## config.mk

```make
export PLATFORM = sky130hd
export DESIGN_NAME = brexg_window
export DESIGN_NICKNAME = d
export VERILOG_FILES = /design/src/rtl/brexg_pkg.sv /design/src/rtl/brexg_window.sv
export SDC_FILE = /design/constraint.sdc
export NUM_CORES = 1
export LEC_CHECK = 0
export BUFFER_PORTS_ARGS = -buffer_cell sky130_fd_sc_hd__buf_4
export CAP_MARGIN = 20
export CORE_MARGIN = 8
export CORE_UTILIZATION = 50
export CTS_CLUSTER_SIZE = 10
export DETAILED_ROUTE_END_ITERATION = 10
export MAX_ROUTING_LAYER = met4
export PLACE_DENSITY = 0.69
export SLEW_MARGIN = 5
export SYNTH_ARGS = -nofsm -noshare
export SYNTH_HDL_FRONTEND = slang
export SYNTH_SLANG_ARGS = --single-unit
```

## constraint.sdc

```tcl
create_clock -name clk_i -period 8.85 [get_ports clk_i]
set_input_delay 2.2125 -clock clk_i [delete_from_list [all_inputs] [get_ports clk_i]]
set_output_delay 2.2125 -clock clk_i [all_outputs]
set_load 0.05 [all_outputs]
```

## src/rtl/brexg_pkg.sv

```systemverilog
// Shared types and constants of the Exp-Golomb bit reader.
`timescale 1ns / 1ps
`default_nettype none

package brexg_pkg;

  // Default byte store depth
  localparam int unsigned BUF_BYTES_DEF = 4096;

  // Widest field that get, peek and the code body may read
  localparam int unsigned MAX_BITS = 32;

  // Bytes gathered for one field read: a 32-bit field at any bit offset spans five bytes
  localparam int unsigned WIN_BYTES = MAX_BITS / 8 + 1;
  localparam int unsigned WIN_W = WIN_BYTES * 8;

  // Value returned by a failed ue decode
  localparam logic [MAX_BITS-1:0] UE_FAIL = '1;

  // Command codes
  typedef enum logic [2:0] {
    OP_RESTART = 3'd0,
    OP_LOAD    = 3'd1,
    OP_GET     = 3'd2,
    OP_PEEK    = 3'd3,
    OP_UE      = 3'd4,
    OP_SE      = 3'd5,
    OP_SEEK    = 3'd6
  } brexg_op_e;

  // Control from the sequencer to the read window
  typedef struct packed {
    logic       shift;  // take the store's read byte into the window
    logic [2:0] off;    // bit offset of the field within the first byte
    logic [5:0] cnt;    // field length in bits, 0 to 32
  } brexg_win_ctrl_t;

endpackage

`default_nettype wire

```

## src/rtl/brexg_window.sv

```systemverilog
// Read window: gathers five stream bytes and extracts an MSB-first field.
`timescale 1ns / 1ps
`default_nettype none

module brexg_window
  import brexg_pkg::*;
(
  input  wire logic                  clk_i,
  input  wire brexg_win_ctrl_t       ctrl_i,
  input  wire logic [7:0]            byte_i,
  output logic      [MAX_BITS-1:0]   value_o
);

  logic [WIN_W-1:0]    win_q;
  logic [WIN_W-1:0]    aligned;
  logic [MAX_BITS-1:0] top_bits;

  // Shift bytes in from the bottom; the oldest byte ends up on top
  always_ff @(posedge clk_i) begin
    if (ctrl_i.shift) begin
      win_q <= {win_q[WIN_W-9:0], byte_i};
    end
  end

  // Drop the bits before the field, then right-justify cnt bits
  always_comb begin
    aligned  = win_q << ctrl_i.off;
    top_bits = aligned[WIN_W-1 -: MAX_BITS];
    value_o  = top_bits >> (6'(MAX_BITS) - ctrl_i.cnt);
  end

endmodule

`default_nettype wire

```

Yosys cells after proc, flatten, opt, wreduce, memory -nomap -nowiden
Index checks and enable logic that the tools add are counted.
Storage, ports and cells
  output and inout port bits: 32
  latch bits: 0
  memories: 0
  flip-flop bits (word level): 40
  word-level logic and storage cells: 4
  input port bits: 19
  memory bits (writable): 0
  ROM bits: 0
Cells by class
  order comparisons: 0
  add/sub/neg operators: 1
  mux-type cells: 0
  shift operators: 2
  multipliers: 0
  reductions and logical operators: 0
  eq/ne operators: 0
  bitwise operators: 0
  divide/modulo/power cells: 0
Operators with widths (number)
  40-bit by 3-bit << shifter with 40-bit output: 1
  32-bit by 6-bit >> shifter with 32-bit output: 1
  6-bit subtractor, first input constant: 1

Logic depth before layout (Yosys ltp)
  word-level depth: 2
  gate-level depth with buffers: 14
  mapped depth without buffers: 8

Least setup slack after synthesis
No wires, ideal clock.
  path kind: input-to-output
  start: input port ctrl_i[0] (netlist name)
  end: output port value_o[17]
  data required time: 6.638 ns
  buffers on the path: 7
  arrival time: 5.979 ns
  slack: 0.659 ns
  cell stages on the path: 13
  cell sequence: buf_6 > buf_2 > inv_1 > clkbuf_1 > ha_1 > buf_2 > buf_2 > buf_2 > clkbuf_1 > nor2_1 > a221oi_1 > mux2i_1 > a211oi_1
On the way
  cells in the longest elaborated chain, start to end: 2
Ends and longest elaborated chain
  start: declaration: RTL line brexg_window.sv:9  | input wire brexg_win_ctrl_t ctrl_i,
  6-bit subtractor: RTL line brexg_window.sv:29  | value_o = top_bits >> (6'(MAX_BITS) - ctrl_i.cnt);
  32-bit by 6-bit >> shifter with 32-bit output: RTL line brexg_window.sv:29
  end: declaration: RTL line brexg_window.sv:11  | output logic [MAX_BITS-1:0] value_o
Every way passes these cells.

Final worst setup path
  start: input port ctrl_i[6] (netlist name)
  end: output port value_o[8]
On the way
  cells in the longest elaborated chain, start to end: 2
Ends and longest elaborated chain
  40-bit by 3-bit << shifter with 40-bit output: RTL line brexg_window.sv:27  | aligned = win_q << ctrl_i.off;
  32-bit by 6-bit >> shifter with 32-bit output: RTL line brexg_window.sv:29
Every way passes these cells.

==> Implementation_results.wiki <==
{| class="wikitable"
! Metric !! Value
|-
| Shortest clock period the worst path allows after layout || 7860 ps
|-
| Via count of the first global-routing pass || between 4000 and 5000
|-
| Actual slew at the worst max-slew pin || a little under 1000 ps
|-
| Layout Nets || 564
|-
| Total routed wirelength || approximately 17000 microns
|-
| Pin count of the biggest net entering global routing || 66
|-
| Mean Syn Cell Area || between 10 and 15 sq um
|-
| Multi-input combinational cell area || between 4000 and 5000 sq um
|-
| Highest Clock Rate || 0.127 GHz
|-
| Floorplan row count || 38
|-
| Most frequently used flop master after synthesis || sky130_fd_sc_hd__edfxtp_1
|-
| CP most frequent cell || sky130_fd_sc_hd__buf_4
|-
| Vias/cell || 7.33
|-
| Ports || between 50 and 60
|-
| Post-synth top cells || sky130_fd_sc_hd__mux4_2 (69), sky130_fd_sc_hd__mux2i_1 (60), sky130_fd_sc_hd__edfxtp_1 (40), sky130_fd_sc_hd__nand2_1 (40), sky130_fd_sc_hd__nor2_1 (38)
|-
| Post-synthesis instance total || ~530
|-
| Die W || approximately 120 microns
|-
| Number of input and output port buffers inserted || 50
|-
| Number of antenna violations at the first check in global routing || 1
|-
| Register name with the most flops || win_q
|-
| Worst Setup Start Kind || input pin
|-
| Detailed placement HPWL || about 13000 microns
|-
| Share of the clock period used by the worst path after layout || 0.888
|-
| Area of the mapped netlist || 5590 sq um
|-
| Run status || finished clean
|-
| Number of buffers added to fix hold violations after cts || 0
|-
| Root buffer cell || sky130_fd_sc_hd__clkbuf_8
|-
| Largest fanout of any net on the critical path || 55
|-
| Drt initial violations || around 610
|-
| Yosys warning total || 0
|-
| Post-synthesis register bit count || 40
|-
| Unrepaired setup endpoints after global routing || false
|-
| Count leader, synth || sky130_fd_sc_hd__mux4_2
|-
| Cell-by-cell listing of the critical path || buf_4 > inv_1 > mux4_2 > a22o_1 > nor4_1 > nor2_1 > o221ai_1 > buf_4
|-
| Worst setup skew after layout || slightly above 8 ps
|-
| Inserted Clock Buffers || 5
|-
| Setup violations, final || 0
|-
| Number of inserted filler cells in the final layout || ~950
|-
| Vertical die dimension || approximately 120 microns
|-
| Post-place setup slack || slightly below 1000 ps
|-
| Slowest library cell on the worst path || sky130_fd_sc_hd__inv_1
|-
| Area taken by flip-flops and latches || roughly 1200 sq um
|-
| Number of flip-flops under the largest register name || 40
|-
| Summed negative setup slack over all endpoints || 0 ps
|-
| Buffer levels on the longest clock path || 2
|-
| Number of vias after detailed routing || 5031
|-
| Number of routed nets with antenna violations || 0
|-
| Clock-pin slew on the worst setup and hold paths || approximately 80 ps
|-
| Layout cells sized above 1 || 0.323
|-
| DRC violation count after routing || 0
|-
| Arrival time of the worst setup path || 5650 ps
|-
| Total global routing overflow || 0
|-
| Library cell with the largest summed area after synthesis || sky130_fd_sc_hd__mux4_2
|-
| Hold Worst Slack || between 400 and 500 ps
|-
| Remaining max-slew budget at the tightest pin || 0.350
|-
| Post-CTS Repair Setup Buffers || 0
|-
| Data required time at the worst endpoint || 6640 ps
|-
| Kind of end point of the critical path || output pin
|-
| Post-synth top area share || 0.278
|-
| Number of hold-slack violations in the final timing report || 0
|-
| Routed wire per std cell || about 25 microns
|-
| Post-layout util || 0.560
|-
| Clock tree from TritonCTS || built
|-
| Synth async-reset ratio || 0
|-
| Gp weighted congestion || 0.938
|-
| Critical path's largest stage delay || 680 ps
|-
| Count of clock tree sinks || 40
|-
| Wire length of the first global-routing pass || between 20000 and 30000 microns
|-
| Fraction of the yosys area taken by sequential cells || 0.215
|-
| Number of different library cells in the post-synthesis netlist || between 50 and 60
|-
| CTS H-Tree Depth || 2
|-
| Power density over the cells || 136 nW/um^2
|-
| Post-synthesis to final-layout area growth || 9.11%
|-
| Crit Path Class || input pin to output pin
|-
| Peak supply drop || 0.000127 V
|-
| Post-cts gate resize count || 0
|-
| Static power due to leakage || approximately 2.2 nW
|-
| Worst path setup slack after routing || 991 ps
|-
| Die Area || 14800 sq um
|-
| Max Cap Violations || 0
|-
| Count of flip-flops with a built-in enable after synthesis || 40
|-
| Insertion delay of the later-clocked pin in the worst-skew pair || 290 ps
|-
| Top cells by area in the synthesized netlist || sky130_fd_sc_hd__mux4_2 (28%), sky130_fd_sc_hd__edfxtp_1 (21%), sky130_fd_sc_hd__mux2i_1 (11%)
|-
| Core area || about 11000 sq um
|-
| Post-synthesis net count || 547
|-
| Worst hold-check path type || flip-flop to flip-flop
|-
| WP buf/inv || 3
|-
| First-pass detailed-route iteration total || 7
|-
| Registers with the most flip-flops || win_q: 40 flops
|-
| Overall Global Routing Usage || 0.239
|-
| CP top delay family || buffers and inverters
|-
| Final count of pins violating max slew || 0
|-
| Initial core utilization || 0.514
|}
==> kinds of logic (layout without fill, tap and decap cells) <==
logic type	after synthesis	count (layout)	share of synthesized area
multiplexers	161	161	0.450
AND/OR/NAND/NOR	136	136	0.114
AO/OA/AOI/OAI	125	125	0.161
buffers and inverters	60	78	0.0515
flip-flops	40	40	0.215
XOR/XNOR	4	4	0.00627
adder cells (fa/ha/maj)	1	1	0.00224
other	0	1	0
==> worst paths after layout <==
path	startpoint	endpoint	slack [ps]	depth (start not counted)
max reg2reg	win_q[12]$_DFFE_PP_	win_q[20]$_DFFE_PP_	7950	0
min reg2reg	win_q[0]$_DFFE_PP_	win_q[8]$_DFFE_PP_	420	0
max	ctrl_i[6]	value_o[8]	990	8
min	win_q[0]$_DFFE_PP_	win_q[8]$_DFFE_PP_	420	0
==> layer usage <==
| metal | up-vias | wire length, microns | track usage |
|---|---|---|---|
| met5 | - | 0 | - |
| met1 | 2497 | 7370 | 0.325 |
| met3 | 41 | 1490 | 0.0305 |
| met4 | 0 | 521 | 0.0871 |
| li1 | 2217 | - | - |
| met2 | 276 | 8100 | 0.357 |
==> area by class of cell <==
cell class,count,share of cell area
repair buffers,61,0.0747
well taps,140,0.0287
multi-input cells,427,0.675
inverters,9,0.00554
diodes,1,0.000410
clock buffers,5,0.0113
clock inverters,3,0.00759
flip-flops and latches,40,0.197
==> power breakdown <==
group	internal, W	leakage, nW	switching [W]
clock	0.0000849	0.0548	0.0000664
sequential	0.000224	0.391	0.0000205
combinational	0.000174	1.75	0.000262
total	0.000482	2.19	0.000349
==> layout by cell type (no fill, tap or decap), types with 3 or more instances in the layout <==
| master | n |
|---|---|
| sky130_fd_sc_hd__o32ai_1 | 4 |
| sky130_fd_sc_hd__buf_4 | 60 |
| sky130_fd_sc_hd__inv_1 | 9 |
| sky130_fd_sc_hd__mux2_2 | 32 |
| sky130_fd_sc_hd__nand2_1 | 40 |
| sky130_fd_sc_hd__and2_1 | 6 |
| sky130_fd_sc_hd__o22ai_1 | 9 |
| sky130_fd_sc_hd__edfxtp_1 | 40 |
| sky130_fd_sc_hd__nor3_1 | 20 |
| sky130_fd_sc_hd__nor2b_1 | 6 |
| sky130_fd_sc_hd__nor2_1 | 38 |
| sky130_fd_sc_hd__a31oi_1 | 4 |
| sky130_fd_sc_hd__mux4_2 | 69 |
| sky130_fd_sc_hd__mux2i_1 | 60 |
| sky130_fd_sc_hd__nand3_1 | 8 |
| sky130_fd_sc_hd__a21oi_1 | 16 |
| sky130_fd_sc_hd__clkbuf_8 | 5 |
| sky130_fd_sc_hd__o2111ai_1 | 4 |
| sky130_fd_sc_hd__a211oi_1 | 8 |
| sky130_fd_sc_hd__o211ai_1 | 8 |
| sky130_fd_sc_hd__a32oi_1 | 4 |
| sky130_fd_sc_hd__a22oi_1 | 6 |
| sky130_fd_sc_hd__o21ai_0 | 21 |
| sky130_fd_sc_hd__o31ai_1 | 5 |
| sky130_fd_sc_hd__o221ai_1 | 9 |
| sky130_fd_sc_hd__a222oi_1 | 3 |
| sky130_fd_sc_hd__a2111oi_0 | 3 |
==> metrics by stage <==
stage / total power (W) / instance area [sq um] / std cells
2_1_floorplan: 0.000559 / 5590 / 527
3_3_place_gp: 0.000668 / 5980 / 676
3_5_place_dp: 0.000675 / 5980 / 677
4_1_cts: 0.000827 / 6100 / 685
5_1_grt: 0.000868 / 6100 / 686
6_report: 0.000831 / 6100 / 686
Power figures use the tool's default switching activity.
